**config.mk**
```make
export PLATFORM = sky130hd
export DESIGN_NAME = least_slack_time_scheduler_flat
export DESIGN_NICKNAME = d
export VERILOG_FILES = /design/src/rtl/lsts_pkg.sv /design/src/rtl/lsts_if.sv /design/src/rtl/lsts_job_mem.sv /design/src/rtl/lsts_min_tracker.sv /design/src/rtl/least_slack_time_scheduler.sv /design/src/flat_wrapper.sv
export VERILOG_INCLUDE_DIRS = /design/src /design/src/rtl
export SDC_FILE = /design/constraint.sdc
export NUM_CORES = 1
export LEC_CHECK = 0
export BUFFER_PORTS_ARGS = -buffer_cell sky130_fd_sc_hd__buf_2
export CAP_MARGIN = 20
export CORE_UTILIZATION = 35
export DETAILED_ROUTE_END_ITERATION = 16
export PLACE_DENSITY_LB_ADDON = 0.25
export SETUP_SLACK_MARGIN = 0.05
export SYNTH_ARGS = -nofsm -noshare
export SYNTH_HDL_FRONTEND = slang
export SYNTH_SLANG_ARGS = --single-unit
```
**constraint.sdc**
```tcl
create_clock -name clock -period 11.6 [get_ports clock]
set_clock_uncertainty 0.15 [all_clocks]
set_input_delay 0.58 -clock clock [delete_from_list [all_inputs] [get_ports clock]]
set_output_delay 0.58 -clock clock [all_outputs]
set_load 0.01 [all_outputs]
```
**src/rtl/least_slack_time_scheduler_assert.svh**
```systemverilog
// Assertion macros for the least-slack-time scheduler.
// Included by the top level; depends on nothing else.
`ifndef LEAST_SLACK_TIME_SCHEDULER_ASSERT_SVH
`define LEAST_SLACK_TIME_SCHEDULER_ASSERT_SVH

// The consequent must hold in the same cycle as the antecedent.
`define LSTS_ASSERT_NOW(label, clk, rst, ante, cons) \
   label: assert property (@(posedge clk) disable iff (rst) (ante) |-> (cons)) \
      else $error("lsts: same-cycle check failed");

// The consequent must hold in the cycle after the antecedent.
`define LSTS_ASSERT_NEXT(label, clk, rst, ante, cons) \
   label: assert property (@(posedge clk) disable iff (rst) (ante) |=> (cons)) \
      else $error("lsts: next-cycle check failed");

`endif

```
**src/rtl/lsts_pkg.sv**
```systemverilog
// Shared types and constants for the least-slack-time scheduler.
// No dependencies; every other file of the block but the assertion header uses it.
`default_nettype none

package lsts_pkg;

   // Fixed field widths of the transactions.
   localparam int FIELD_W       = 16;
   localparam int SLOT_OUT_W    = 4;
   localparam int SLACK_OUT_W   = 18;
   localparam int TIME_OUT_W    = 16;
   localparam int SLACK_OUT_MAX = 131071;

   // Defaults for the top-level parameters.
   localparam int MAX_JOBS_DEF  = 16;
   localparam int TIME_BITS_DEF = 16;

   typedef enum logic {
      OP_LOAD = 1'b0,
      OP_TICK = 1'b1
   } opcode_type;

   typedef enum logic [2:0] {
      S_IDLE,
      S_SCAN,
      S_DRAIN,
      S_FINISH,
      S_RESULT
   } state_type;

   // One job table entry as stored in memory.
   typedef struct packed {
      logic [FIELD_W-1:0] release_time;
      logic [FIELD_W-1:0] deadline;
      logic [FIELD_W-1:0] remaining;
   } job_entry_type;

   // Control from the sequencer to the minimum tracker.
   typedef struct packed {
      logic start;
      logic valid;
   } scan_ctl_type;

endpackage

`default_nettype wire

```
**src/rtl/lsts_if.sv**
```systemverilog
// Handshake channels of the least-slack-time scheduler.
// Depends on lsts_pkg for the field widths.
`default_nettype none

interface lsts_req_if;
   logic                             valid;
   logic                             ready;
   logic                             opcode;
   logic [lsts_pkg::FIELD_W-1:0]     release_time;
   logic [lsts_pkg::FIELD_W-1:0]     deadline;
   logic [lsts_pkg::FIELD_W-1:0]     exec_time;

   modport source (output valid, opcode, release_time, deadline, exec_time, input ready);
   modport sink   (input valid, opcode, release_time, deadline, exec_time, output ready);
endinterface

interface lsts_rsp_if;
   logic                                  valid;
   logic                                  ready;
   logic [lsts_pkg::SLOT_OUT_W-1:0]       slot;
   logic                                  idle;
   logic signed [lsts_pkg::SLACK_OUT_W-1:0] slack;
   logic [lsts_pkg::TIME_OUT_W-1:0]       current_time;
   logic                                  job_done;

   modport source (output valid, slot, idle, slack, current_time, job_done, input ready);
   modport sink   (input valid, slot, idle, slack, current_time, job_done, output ready);
endinterface

`default_nettype wire

```
**src/rtl/lsts_job_mem.sv**
```systemverilog
// Job table memory: one write port, one read port with registered data.
// Depends on lsts_pkg for the entry type.
`default_nettype none

module lsts_job_mem #(
   parameter int DEPTH = lsts_pkg::MAX_JOBS_DEF,
   parameter int IDX_W = $clog2(lsts_pkg::MAX_JOBS_DEF)
) (
   input  wire logic                    clock,
   input  wire logic                    we,
   input  wire logic [IDX_W-1:0]        waddr,
   input  wire lsts_pkg::job_entry_type wdata,
   input  wire logic [IDX_W-1:0]        raddr,
   output lsts_pkg::job_entry_type      rdata
);

   lsts_pkg::job_entry_type mem_ff [DEPTH];
   lsts_pkg::job_entry_type rdata_ff;

   // Synchronous write and read; read data is registered.
   always_ff @(posedge clock) begin
      if (we) begin
         mem_ff[waddr] <= wdata;
      end
      rdata_ff <= mem_ff[raddr];
   end

   assign rdata = rdata_ff;

endmodule

`default_nettype wire

```
**src/rtl/lsts_min_tracker.sv**
```systemverilog
// Least-slack tracker: rates each entry read during a scan and keeps the best.
// Depends on lsts_pkg for the entry and control types.
`default_nettype none

module lsts_min_tracker #(
   parameter int TIME_BITS = lsts_pkg::TIME_BITS_DEF,
   parameter int IDX_W     = $clog2(lsts_pkg::MAX_JOBS_DEF),
   parameter int SW        = ((TIME_BITS > lsts_pkg::FIELD_W) ? TIME_BITS
                                                              : lsts_pkg::FIELD_W) + 2
) (
   input  wire logic                    clock,
   input  wire logic                    reset,
   input  wire lsts_pkg::scan_ctl_type  scan_ctl,
   input  wire logic [IDX_W-1:0]        scan_idx,
   input  wire logic [TIME_BITS-1:0]    time_now,
   input  wire lsts_pkg::job_entry_type rd_job,
   output logic                         found,
   output logic [IDX_W-1:0]             pick,
   output logic signed [SW-1:0]         best_slack,
   output lsts_pkg::job_entry_type      best_job
);

   localparam int CW = SW - 2;

   logic                    rd_valid_ff;
   logic [IDX_W-1:0]        rd_idx_ff;
   logic                    found_ff;
   logic                    found_in;
   logic [IDX_W-1:0]        pick_ff;
   logic [IDX_W-1:0]        pick_in;
   logic signed [SW-1:0]    best_ff;
   logic signed [SW-1:0]    best_in;
   lsts_pkg::job_entry_type best_job_ff;
   lsts_pkg::job_entry_type best_job_in;
   logic                    job_ready;
   logic signed [SW-1:0]    slack_cur;

   // A job is eligible when it has time left and has been released.
   assign job_ready = (rd_job.remaining != '0) &&
                      (CW'(rd_job.release_time) <= CW'(time_now));
   assign slack_cur = $signed(SW'(rd_job.deadline)) - $signed(SW'(time_now))
                      - $signed(SW'(rd_job.remaining));

   // Replace the best entry only on a strictly smaller slack, so the lowest slot wins ties.
   always_comb begin
      found_in    = found_ff;
      pick_in     = pick_ff;
      best_in     = best_ff;
      best_job_in = best_job_ff;
      if (scan_ctl.start) begin
         found_in = 1'b0;
      end else if (rd_valid_ff && job_ready && (!found_ff || slack_cur < best_ff)) begin
         found_in    = 1'b1;
         pick_in     = rd_idx_ff;
         best_in     = slack_cur;
         best_job_in = rd_job;
      end
   end

   always_ff @(posedge clock) begin
      if (reset) begin
         rd_valid_ff <= 1'b0;
         found_ff    <= 1'b0;
      end else begin
         rd_valid_ff <= scan_ctl.valid;
         found_ff    <= found_in;
      end
      rd_idx_ff   <= scan_idx;
      pick_ff     <= pick_in;
      best_ff     <= best_in;
      best_job_ff <= best_job_in;
   end

   assign found      = found_ff;
   assign pick       = pick_ff;
   assign best_slack = best_ff;
   assign best_job   = best_job_ff;

endmodule

`default_nettype wire

```
**src/rtl/least_slack_time_scheduler.sv**
```systemverilog
// Top level of the least-slack-time scheduler: sequencer, time counter, result register.
// Depends on lsts_pkg, lsts_if, lsts_job_mem, lsts_min_tracker and the assertion header.
//
//   Channel   Direction  Transaction
//   req_ch    in         load a job or advance one tick
//   rsp_ch    out        slot, idle flag, slack, time, completion flag
//
// A load passes straight from acceptance to the result state. A tick scans the N loaded
// jobs: the single read port of the job table visits one slot a cycle, then the drain
// state takes the last read and the finish state writes back the chosen job.
// Reset is synchronous; it clears the job count, time and handshakes, not the table.
// A stalled result holds the sequencer; a new transaction is taken while a result waits.
`default_nettype none

`include "least_slack_time_scheduler_assert.svh"

module least_slack_time_scheduler #(
   parameter int MAX_JOBS  = lsts_pkg::MAX_JOBS_DEF,
   parameter int TIME_BITS = lsts_pkg::TIME_BITS_DEF
) (
   input wire logic      clock,
   input wire logic      reset,
   lsts_req_if.sink      req_ch,
   lsts_rsp_if.source    rsp_ch
);

   localparam int IDX_W = $clog2(MAX_JOBS);
   localparam int CNT_W = $clog2(MAX_JOBS + 1);
   localparam int SW    = ((TIME_BITS > lsts_pkg::FIELD_W) ? TIME_BITS
                                                           : lsts_pkg::FIELD_W) + 2;
   localparam int SOW   = lsts_pkg::SLACK_OUT_W;
   localparam logic [TIME_BITS-1:0] TIME_MAX = '1;
   localparam logic signed [SW-1:0] SLACK_HI = SW'(lsts_pkg::SLACK_OUT_MAX);
   localparam logic signed [SW-1:0] SLACK_LO = ~SLACK_HI;

   lsts_pkg::state_type                   state_ff, state_in;
   logic [CNT_W-1:0]                      job_count_ff, job_count_in;
   logic [TIME_BITS-1:0]                  time_ff, time_in;
   logic [IDX_W-1:0]                      issue_ff, issue_in;

   logic [lsts_pkg::SLOT_OUT_W-1:0]       pend_slot_ff, pend_slot_in;
   logic                                  pend_idle_ff, pend_idle_in;
   logic signed [SOW-1:0]                 pend_slack_ff, pend_slack_in;
   logic [lsts_pkg::TIME_OUT_W-1:0]       pend_time_ff, pend_time_in;
   logic                                  pend_done_ff, pend_done_in;

   logic                                  rsp_valid_ff, rsp_valid_in;
   logic [lsts_pkg::SLOT_OUT_W-1:0]       rsp_slot_ff, rsp_slot_in;
   logic                                  rsp_idle_ff, rsp_idle_in;
   logic signed [SOW-1:0]                 rsp_slack_ff, rsp_slack_in;
   logic [lsts_pkg::TIME_OUT_W-1:0]       rsp_time_ff, rsp_time_in;
   logic                                  rsp_done_ff, rsp_done_in;

   logic                                  mem_we;
   logic [IDX_W-1:0]                      mem_waddr;
   lsts_pkg::job_entry_type               mem_wdata;
   lsts_pkg::job_entry_type               mem_rdata;
   lsts_pkg::scan_ctl_type                scan_ctl;

   logic                                  found;
   logic [IDX_W-1:0]                      pick;
   logic signed [SW-1:0]                  best_slack;
   lsts_pkg::job_entry_type               best_job;
   logic signed [SOW-1:0]                 slack_sat;
   logic                                  table_full;
   logic                                  scan_last;

   lsts_job_mem #(
      .DEPTH (MAX_JOBS),
      .IDX_W (IDX_W)
   ) u_job_mem (
      .clock (clock),
      .we    (mem_we),
      .waddr (mem_waddr),
      .wdata (mem_wdata),
      .raddr (issue_ff),
      .rdata (mem_rdata)
   );

   lsts_min_tracker #(
      .TIME_BITS (TIME_BITS),
      .IDX_W     (IDX_W),
      .SW        (SW)
   ) u_min_tracker (
      .clock      (clock),
      .reset      (reset),
      .scan_ctl   (scan_ctl),
      .scan_idx   (issue_ff),
      .time_now   (time_ff),
      .rd_job     (mem_rdata),
      .found      (found),
      .pick       (pick),
      .best_slack (best_slack),
      .best_job   (best_job)
   );

   assign table_full = (job_count_ff == CNT_W'(MAX_JOBS));
   assign scan_last  = ((CNT_W'(issue_ff) + CNT_W'(1)) == job_count_ff);

   // Reported slack saturates to the output range.
   always_comb begin
      if (best_slack > SLACK_HI) begin
         slack_sat = SOW'(SLACK_HI);
      end else if (best_slack < SLACK_LO) begin
         slack_sat = SOW'(SLACK_LO);
      end else begin
         slack_sat = best_slack[SOW-1:0];
      end
   end

   // Sequencer: next state, table writes and result staging.
   always_comb begin
      state_in      = state_ff;
      job_count_in  = job_count_ff;
      time_in       = time_ff;
      issue_in      = issue_ff;
      pend_slot_in  = pend_slot_ff;
      pend_idle_in  = pend_idle_ff;
      pend_slack_in = pend_slack_ff;
      pend_time_in  = pend_time_ff;
      pend_done_in  = pend_done_ff;
      rsp_valid_in  = rsp_valid_ff && !rsp_ch.ready;
      rsp_slot_in   = rsp_slot_ff;
      rsp_idle_in   = rsp_idle_ff;
      rsp_slack_in  = rsp_slack_ff;
      rsp_time_in   = rsp_time_ff;
      rsp_done_in   = rsp_done_ff;
      mem_we        = 1'b0;
      mem_waddr     = job_count_ff[IDX_W-1:0];
      mem_wdata     = '{release_time: req_ch.release_time,
                        deadline:     req_ch.deadline,
                        remaining:    req_ch.exec_time};
      scan_ctl      = '0;
      req_ch.ready  = (state_ff == lsts_pkg::S_IDLE);

      unique case (state_ff)
         lsts_pkg::S_IDLE: begin
            if (req_ch.valid) begin
               pend_time_in  = lsts_pkg::TIME_OUT_W'(time_ff);
               pend_slack_in = '0;
               pend_done_in  = 1'b0;
               pend_slot_in  = '0;
               pend_idle_in  = 1'b1;
               if (req_ch.opcode == lsts_pkg::OP_LOAD) begin
                  // A load fills the next free slot unless the table is full.
                  if (!table_full) begin
                     mem_we       = 1'b1;
                     pend_slot_in = lsts_pkg::SLOT_OUT_W'(job_count_ff[IDX_W-1:0]);
                     pend_idle_in = 1'b0;
                     job_count_in = job_count_ff + CNT_W'(1);
                  end
                  state_in = lsts_pkg::S_RESULT;
               end else begin
                  // A tick scans every loaded slot from slot zero.
                  scan_ctl.start = 1'b1;
                  issue_in       = '0;
                  state_in       = (job_count_ff == '0) ? lsts_pkg::S_FINISH
                                                        : lsts_pkg::S_SCAN;
               end
            end
         end
         lsts_pkg::S_SCAN: begin
            scan_ctl.valid = 1'b1;
            if (scan_last) begin
               state_in = lsts_pkg::S_DRAIN;
            end else begin
               issue_in = issue_ff + IDX_W'(1);
            end
         end
         lsts_pkg::S_DRAIN: begin
            state_in = lsts_pkg::S_FINISH;
         end
         lsts_pkg::S_FINISH: begin
            // Charge one tick to the chosen job and advance time unless it is at its maximum.
            if (found) begin
               mem_we        = 1'b1;
               mem_waddr     = pick;
               mem_wdata     = '{release_time: best_job.release_time,
                                 deadline:     best_job.deadline,
                                 remaining:    best_job.remaining - lsts_pkg::FIELD_W'(1)};
               pend_slot_in  = lsts_pkg::SLOT_OUT_W'(pick);
               pend_idle_in  = 1'b0;
               pend_slack_in = slack_sat;
               pend_done_in  = (best_job.remaining == lsts_pkg::FIELD_W'(1));
            end
            if (time_ff != TIME_MAX) begin
               time_in = time_ff + TIME_BITS'(1);
            end
            state_in = lsts_pkg::S_RESULT;
         end
         lsts_pkg::S_RESULT: begin
            // Hand the staged result to the output register once it is free.
            if (!rsp_valid_ff || rsp_ch.ready) begin
               rsp_valid_in = 1'b1;
               rsp_slot_in  = pend_slot_ff;
               rsp_idle_in  = pend_idle_ff;
               rsp_slack_in = pend_slack_ff;
               rsp_time_in  = pend_time_ff;
               rsp_done_in  = pend_done_ff;
               state_in     = lsts_pkg::S_IDLE;
            end
         end
         default: begin
            state_in = lsts_pkg::S_IDLE;
         end
      endcase
   end

   // State register.
   always_ff @(posedge clock) begin
      if (reset) begin
         state_ff <= lsts_pkg::S_IDLE;
      end else begin
         state_ff <= state_in;
      end
   end

   // Control and payload registers.
   always_ff @(posedge clock) begin
      if (reset) begin
         job_count_ff <= '0;
         time_ff      <= '0;
         rsp_valid_ff <= 1'b0;
      end else begin
         job_count_ff <= job_count_in;
         time_ff      <= time_in;
         rsp_valid_ff <= rsp_valid_in;
      end
      issue_ff      <= issue_in;
      pend_slot_ff  <= pend_slot_in;
      pend_idle_ff  <= pend_idle_in;
      pend_slack_ff <= pend_slack_in;
      pend_time_ff  <= pend_time_in;
      pend_done_ff  <= pend_done_in;
      rsp_slot_ff   <= rsp_slot_in;
      rsp_idle_ff   <= rsp_idle_in;
      rsp_slack_ff  <= rsp_slack_in;
      rsp_time_ff   <= rsp_time_in;
      rsp_done_ff   <= rsp_done_in;
   end

   assign rsp_ch.valid        = rsp_valid_ff;
   assign rsp_ch.slot         = rsp_slot_ff;
   assign rsp_ch.idle         = rsp_idle_ff;
   assign rsp_ch.slack        = rsp_slack_ff;
   assign rsp_ch.current_time = rsp_time_ff;
   assign rsp_ch.job_done     = rsp_done_ff;

   // The job count never passes the table size.
   `LSTS_ASSERT_NOW(a_count_bound, clock, reset, 1'b1, job_count_ff <= CNT_W'(MAX_JOBS))
   // A scan only runs over a table that holds at least one job.
   `LSTS_ASSERT_NOW(a_scan_nonempty, clock, reset, state_ff == lsts_pkg::S_SCAN, job_count_ff != '0)
   // An idle result carries neither slack nor completion.
   `LSTS_ASSERT_NOW(a_idle_clean, clock, reset, rsp_valid_ff && rsp_idle_ff, rsp_slack_ff == '0 && !rsp_done_ff)
   // Time never moves backward.
   `LSTS_ASSERT_NEXT(a_time_mono, clock, reset, 1'b1, time_ff >= $past(time_ff))

endmodule

`default_nettype wire
```
**src/flat_wrapper.sv**
```systemverilog
// flat-port wrapper written by rule: the top's interface ports become plain ports
module least_slack_time_scheduler_flat 
#(
   parameter int MAX_JOBS  = lsts_pkg::MAX_JOBS_DEF,
   parameter int TIME_BITS = lsts_pkg::TIME_BITS_DEF
)
  (clock, reset, req_ch_valid, req_ch_opcode, req_ch_release_time, req_ch_deadline, req_ch_exec_time, req_ch_ready, rsp_ch_valid, rsp_ch_slot, rsp_ch_idle, rsp_ch_slack, rsp_ch_current_time, rsp_ch_job_done, rsp_ch_ready);
  lsts_req_if req_ch_i ();
  lsts_rsp_if rsp_ch_i ();
  input wire logic clock;
  input wire logic reset;
  input wire logic [$bits(req_ch_i.valid)-1:0] req_ch_valid;
  input wire logic [$bits(req_ch_i.opcode)-1:0] req_ch_opcode;
  input wire logic [$bits(req_ch_i.release_time)-1:0] req_ch_release_time;
  input wire logic [$bits(req_ch_i.deadline)-1:0] req_ch_deadline;
  input wire logic [$bits(req_ch_i.exec_time)-1:0] req_ch_exec_time;
  output wire logic [$bits(req_ch_i.ready)-1:0] req_ch_ready;
  output wire logic [$bits(rsp_ch_i.valid)-1:0] rsp_ch_valid;
  output wire logic [$bits(rsp_ch_i.slot)-1:0] rsp_ch_slot;
  output wire logic [$bits(rsp_ch_i.idle)-1:0] rsp_ch_idle;
  output wire logic [$bits(rsp_ch_i.slack)-1:0] rsp_ch_slack;
  output wire logic [$bits(rsp_ch_i.current_time)-1:0] rsp_ch_current_time;
  output wire logic [$bits(rsp_ch_i.job_done)-1:0] rsp_ch_job_done;
  input wire logic [$bits(rsp_ch_i.ready)-1:0] rsp_ch_ready;
  assign req_ch_i.valid = req_ch_valid;
  assign req_ch_i.opcode = req_ch_opcode;
  assign req_ch_i.release_time = req_ch_release_time;
  assign req_ch_i.deadline = req_ch_deadline;
  assign req_ch_i.exec_time = req_ch_exec_time;
  assign req_ch_ready = req_ch_i.ready;
  assign rsp_ch_valid = rsp_ch_i.valid;
  assign rsp_ch_slot = rsp_ch_i.slot;
  assign rsp_ch_idle = rsp_ch_i.idle;
  assign rsp_ch_slack = rsp_ch_i.slack;
  assign rsp_ch_current_time = rsp_ch_i.current_time;
  assign rsp_ch_job_done = rsp_ch_i.job_done;
  assign rsp_ch_i.ready = rsp_ch_ready;
  least_slack_time_scheduler #(.MAX_JOBS(MAX_JOBS), .TIME_BITS(TIME_BITS)) u_core (.clock(clock), .reset(reset), .req_ch(req_ch_i), .rsp_ch(rsp_ch_i));
endmodule
```
# Word level (Yosys, flattened, before mapping)
# Memory sizes are Yosys's and may differ from the RTL's. A register that Yosys moved wholly into a read port is not among the register bits.
# Cells that the tools add are included.
dict set report op_classes {
  order_cmp 4
  n_mux 45
  eq_ne 14
  bitwise_logic 3
  n_addsub 7
  n_reduce_logical 23
}
# op count
set op_table {}
lappend op_table {{48-bit two-way mux} 2}
lappend op_table {{18-bit two-way mux} 4}
lappend op_table {{4-bit two-way mux} 9}
lappend op_table {{18-bit one-hot mux with 2 select lines} 1}
lappend op_table {{18-bit > comparator (second input constant)} 1}
lappend op_table {{18-bit less-than comparator} 1}
lappend op_table {{18-bit less-than comparator (second input constant)} 1}
lappend op_table {{1-bit two-way mux} 18}
lappend op_table {{17-bit by 17-bit subtractor with 18-bit output} 1}
lappend op_table {{16-bit by 16-bit subtractor with 17-bit output} 1}
lappend op_table {{16-bit by 1-bit adder with 16-bit output (second input constant)} 1}
lappend op_table {{16-bit by 1-bit equality test with 1-bit output (second input constant)} 1}
lappend op_table {{16-bit <= comparator} 1}
lappend op_table {{16-bit != test (second input constant)} 1}
lappend op_table {{4-bit one-hot mux with 2 select lines} 2}
lappend op_table {{16-bit nonzero test} 1}
lappend op_table {{16-bit by 1-bit subtractor with 16-bit output (second input constant)} 1}
lappend op_table {{3-bit one-hot mux with 5 select lines} 1}
lappend op_table {{3-bit two-way mux} 4}
lappend op_table {{2-bit != test (second input constant)} 4}
lappend op_table {{2-bit AND reduction} 4}
lappend op_table {{4-bit AND reduction} 2}
lappend op_table {{3-bit by 2-bit equality test with 1-bit output (second input constant)} 2}
lappend op_table {{1-bit one-hot mux with 2 select lines} 3}
lappend op_table {{18 further kinds} 29}
dict set report totals {
  ff_bits 185
  out_inout_bits 42
  ram_bits 768
  n_memories 1
}
# memory depth width rd rd_ports_with_merged_regs wr line
set mem_list {}
lappend mem_list {u_core.u_job_mem.mem_ff 16 48 1 1 1 lsts_job_mem.sv:17} ;# lsts_pkg::job_entry_type mem_ff [DEPTH];

# Depth between registers and ports, before layout
dict set report logic_depth {
  ltp_word 7
  depth_mapped 23
}

# By module
# A second synthesis with hierarchy kept.
dict set report hier_totals {
  cells_unflattened 2156
  area_unflattened_um2 39504.1
}
# module cells_each area_per_inst_um2 instances
set modules_own_cells {}
lappend modules_own_cells {lsts_job_mem 1242 29691.0 1}
lappend modules_own_cells {least_slack_time_scheduler 512 5223.8 1}
lappend modules_own_cells {lsts_min_tracker 402 4589.4 1}

# Least setup slack after synthesis
# OpenSTA, ideal clock, no wires.
dict set report synth_timing {
  path_type {register to register}
  from {reg u_core.time_ff[0]}
  to {reg u_core.u_min_tracker.best_job_ff (netlist bit u_core.u_min_tracker.best_job[0]) (enable)}
  path_stages_with_launch 22
  path_buffers 0
  t_required_ps 10929
  setup_time_ps 521
  path_slack_ps 3167
  t_arrival_ps 7761
  cell_sequence {dfxtp_1 -> ha_1 -> fa_1 -> nand2b_1 -> a21o_1 -> a31o_2 -> nand2_1 -> a31oi_1 -> xnor2_1 -> ha_1 -> and3_1 -> and3_1 -> a221oi_1 -> and2_1 -> a211oi_1 -> ha_1 -> and3_1 -> nand3_1 -> a2111oi_0 -> o2bb2ai_1 -> mux2_1 -> a21oi_1}
}
dict set report synth_between {
  elab_chain_cells 6
  elab_cells_between_ends 9
}
# element line
set synth_lines {}
lappend synth_lines {{start: declaration} least_slack_time_scheduler.sv:38} ;# logic [TIME_BITS-1:0] time_ff, time_in;
lappend synth_lines {{start signal: assignment} least_slack_time_scheduler.sv:226} ;# time_ff <= time_in;
lappend synth_lines {{16-bit by 16-bit subtractor with 17-bit output} lsts_min_tracker.sv:41} ;# assign slack_cur = $signed(SW'(rd_job.deadline)) - $signed(SW'(time_now))
lappend synth_lines {{17-bit by 17-bit subtractor with 18-bit output} lsts_min_tracker.sv:42} ;# - $signed(SW'(rd_job.remaining));
lappend synth_lines {{named net u_core.u_min_tracker.slack_cur[15]} lsts_min_tracker.sv:36} ;# logic signed [SW-1:0] slack_cur;
lappend synth_lines {{18-bit less-than comparator} lsts_min_tracker.sv:52} ;# end else if (rd_valid_ff && job_ready && (!found_ff || slack_cur < best_ff)) begin
lappend synth_lines {{1-bit logical OR} lsts_min_tracker.sv:52}
lappend synth_lines {{1-bit logical AND} lsts_min_tracker.sv:52}
lappend synth_lines {{2-bit AND reduction (no source line)} n/a}
lappend synth_lines {{end signal: assignment} lsts_min_tracker.sv:71} ;# best_job_ff <= best_job_in;
lappend synth_lines {{end: declaration} lsts_min_tracker.sv:33} ;# lsts_pkg::job_entry_type best_job_ff;
# The timed path passes the listed nets, and every way through them passes these cells.
# A chain may end at the register's enable or synchronous reset.

# Final worst setup path
dict set report layout_timing {
  from {reg u_core.time_ff[0]}
  to {reg u_core.u_min_tracker.best_job_ff (netlist bit u_core.u_min_tracker.best_job[26]) (enable)}
}
# The elaborated chain is that of the path after synthesis.

==> results_tabular.tex <==
\begin{tabular}{lr}
\hline
Metric & Value \\
\hline
\multicolumn{2}{l}{\textbf{STA}} \\
Final-layout worst hold slack & 0.0910 ns \\
Final number of max-transition violations & 0 \\
Setup ws final & 5.24 ns \\
Achievable Freq & 157 MHz \\
Finish-stage setup viols & 0 \\
Count of endpoints failing hold in the final timing report & 0 \\
Shortest period the worst path allows & 6.36 ns \\
Setup TNS & 0 ns \\
Setup repair after global routing missed its margin & no \\
Worst-margin pin slew & 1.11 ns \\
Worst slew margin relative to its limit & 26.2\% \\
Fin crit share & 54.8\% \\
\multicolumn{2}{l}{\textbf{Hold path}} \\
Beginning of the worst hold path & rsp\_ch\_ready \\
Path class of the lowest-slack min-delay path & primary input to flop \\
Worst hold path depth & 3 \\
\multicolumn{2}{l}{\textbf{Synth}} \\
Top-count cell post-synth & edfxtp\_1 \\
Per-instance average area after synthesis & 17.2 sq um \\
Leading post-synthesis cells by cell area & edfxtp\_1 (69\%), mux4\_2 (5.4\%), dfxtp\_1 (3.9\%) \\
Sequential-to-total area share from yosys stat & 73.1\% \\
Mapped Cells & 2334 \\
Cell taking the most area after synthesis & edfxtp\_1 \\
Async set or reset register ratio after synthesis & 0\% \\
Synth Warn \# & 0 \\
Top FF cell, synth & edfxtp\_1 \\
Synthesized netlist net count & 2460 \\
Number of enable flip-flop cells after synthesis & 922 \\
Ranking of synthesized cells by instance count & edfxtp\_1 (922), mux2i\_1 (147), nand2\_1 (110), mux4\_2 (96), o21ai\_0 (93) \\
Flip-flop and latch count after synthesis & 1001 \\
Top cell type's share of synthesized area & 69.1\% \\
Synthesized area & 40100 sq um \\
Number of distinct library cells after synthesis & 77 \\
\multicolumn{2}{l}{\textbf{Worst setup path}} \\
Critical-path cell list & ha\_1, fa\_1, nand2b\_1, a21o\_1, a31o\_2, nand2\_1, a31oi\_1, xnor2\_1, ha\_1, and3\_1, and3\_1, a221oi\_1, a21oi\_1, a211oi\_1, ha\_1, and3\_1, nand3\_1, a2111oi\_0, o2bb2ai\_1, mux2\_1, a21oi\_4, buf\_4 \\
Worst path arrival time & 6.49 ns \\
Startpoint Class & flop \\
R2R setup slack & 5.24 ns \\
Critical path's largest stage delay & 0.52 ns \\
Startpoint-to-endpoint class of the critical path & flop to flop \\
Worst setup startpoint & u\_core.time\_ff[0] \\
Worst endpoint required time & 11.73 ns \\
R2R Path Start & u\_core.time\_ff[0] \\
Largest fanout of any net on the critical path & 31 \\
Critical Path End Type & flop \\
Reg2reg path depth & 22 \\
Slowest cell on crit path & buf\_4 \\
\multicolumn{2}{l}{\textbf{Pwr}} \\
Power per Cell Area & 244 nW/um\^{}2 \\
LEAKAGE & 15.4 nW \\
Post-route total power & 11.2 mW \\
Worst VDD drop & 155 uV \\
\multicolumn{2}{l}{\textbf{Finish}} \\
Post-layout net count & 2615 \\
Post-synthesis to final-layout area growth & 15.0\% \\
Final instance count without filler cells & 4080 \\
Total inserted antenna cells & 0 \\
Util after Layout & 40.8\% \\
Post-route standard cell area excluding fillers & 46000 sq um \\
Fraction of final layout cells sized beyond drive strength 1 & 19.2\% \\
\multicolumn{2}{l}{\textbf{Clocking}} \\
Clk Tree Root Cell & clkbuf\_16 \\
Clk Latency, worst-skew pair & 0.68 ns \\
Post-CTS Setup Bufs & 0 \\
Buffers from clock root to sink, at most & 3 \\
Number of buffers created by CTS & 104 \\
Clock transition at the register clock pins on the worst setup and hold paths after CTS & 0.06 ns \\
Clock tree from TritonCTS & done \\
Total number of clock tree sinks & 1001 \\
Post-CTS Resized & 0 \\
Hold-fix buffers at CTS & 0 \\
CTS H-Tree Depth & 3 \\
\multicolumn{2}{l}{\textbf{Routing}} \\
First-pass DRT Iterations & 6 \\
Met1 Wirelength & 46100 microns \\
Wire length on met3 & 6840 microns \\
Total wire length after detailed routing & 105000 microns \\
Top sig layer & met5 \\
Via count & 21663 \\
DRC errors left & 0 \\
DR WL/cell & 25.8 microns \\
Vias per cell & 5.31 \\
Number of violations reported at the end of detailed-routing iteration 0 & 2016 \\
Routed Antenna Nets & 0 \\
Detailed-routed wire length on met2 & 49500 microns \\
\multicolumn{2}{l}{\textbf{Run status}} \\
Outcome & complete, no violations \\
\multicolumn{2}{l}{\textbf{GRT}} \\
Global routing usage summed across all routing layers & 18.0\% \\
Global route overflow & 0 \\
Initial antenna violation count & 11 \\
Number of global-route vias before repair & 21811 \\
Global-route wire length before repair & 151000 microns \\
Largest net degree at the start of global routing & 124 \\
\multicolumn{2}{l}{\textbf{Job}} \\
Max-cap violations & 0 \\
\multicolumn{2}{l}{\textbf{Place}} \\
Placed cell count & 3880 \\
Sum of net half-perimeters after detailed placement & 59300 microns \\
Setup Slack @ Placement & 5.32 ns \\
Placer congestion estimate & 0.841 \\
Placed cell areas & 42500 sq um \\
Buffers added on ports & 94 \\
\multicolumn{2}{l}{\textbf{Die}} \\
Site row count & 123 \\
Number of I/O pins & 95 \\
CORE AREA & 113000 sq um \\
Die height & 340 microns \\
Initial Util & 35.5\% \\
Die area & 116000 sq um \\
Die Wd & 340 microns \\
\hline
\end{tabular}
placed cells by master (no fill, tap or decap), drive strengths merged, types with 11 or more instances in the layout:
cell type / instances
a21oi: 87
o21ai: 132
a22oi: 48
clkinv: 48
nand2: 110
dfxtp: 79
a21o: 13
nor2: 74
nor4: 16
clkbuf: 129
a221oi: 52
mux4: 96
xnor2: 49
inv: 73
xor2: 11
ha: 71
mux2: 81
mux2i: 147
and2: 26
buf: 150
edfxtp: 922
nand3: 11
nand4: 14
bufinv: 13
and3: 13
nor3: 16
sequential cells by signal (all words and copies together) (netlist names), 3 cells and up:
name	cells
u_core.time_ff	16
u_core.rsp_ch.current_time	16
u_core.issue_ff	4
u_core.pend_time_ff	16
u_core.pend_slack_ff	18
u_core.pend_slot_ff	4
u_core.rsp_ch.slack	18
u_core.u_min_tracker.best_job	48
u_core.u_job_mem.mem_ff	768
u_core.u_job_mem.rdata	48
u_core.u_min_tracker.rd_idx_ff	4
u_core.rsp_ch.slot	4
u_core.u_min_tracker.best_slack	18
u_core.u_min_tracker.pick	4
u_core.state_ff	3
u_core.job_count_ff	5
routing by layer:
layer  vias to the layer above  GRT usage, %
met5                         -             0
li1                       9552             -
met3                       142          3.06
met4                         4          5.67
met2                       741          28.7
met1                     11224          25.0
where the power goes:
group	total [mW]	internal [mW]	switching [mW]
Sequential	4.56	4.33	0.225
Clock	3.39	1.99	1.40
Combinational	3.27	1.29	1.98
Total	11.2	7.61	3.61
critical path, delay by kind of cell, from the launching register on:
kind                     cells  cell delay, ns
buffers and inverters        1            0.52
flip-flops                   1            0.37
AO/OA/AOI/OAI                9            2.14
multiplexers                 1            0.37
AND/OR/NAND/NOR              6            1.00
adder cells (fa/ha/maj)      4            1.24
XOR/XNOR                     1            0.17
logic make-up (layout without fill, tap and decap cells):
| family | Yosys count | after routing | share of synthesized area (%) |
|---|---|---|---|
| AOI/OAI and AO/OA | 391 | 391 | 6.25 |
| xor gates and xnor gates | 60 | 60 | 1.31 |
| adders and majority gates | 73 | 73 | 2.32 |
| buffers and inverters | 170 | 416 | 1.85 |
| DFF | 1001 | 1001 | 73.1 |
| muxes | 324 | 324 | 11.3 |
| and+or+nand+nor | 315 | 315 | 3.85 |
worst paths after layout:
path,endpoint
min reg2reg,u_core.rsp_ch.current_time[15]
min,u_core.rsp_ch.valid
max,u_core.u_min_tracker.best_job[26]
max reg2reg,u_core.u_min_tracker.best_job[26]
cell type report:
| cell class | count | area, sq um |
|---|---|---|
| timing repair buffer | 151 | 961 |
| sequential | 1001 | 29300 |
| clock buffer | 128 | 2760 |
| multi-input combinational | 1163 | 10200 |
| clock inverter | 69 | 729 |
| tap | 1500 | 1880 |
| inverter | 68 | 255 |
| fill | 10115 | 66900 |
(Power assumes the default switching activity.)
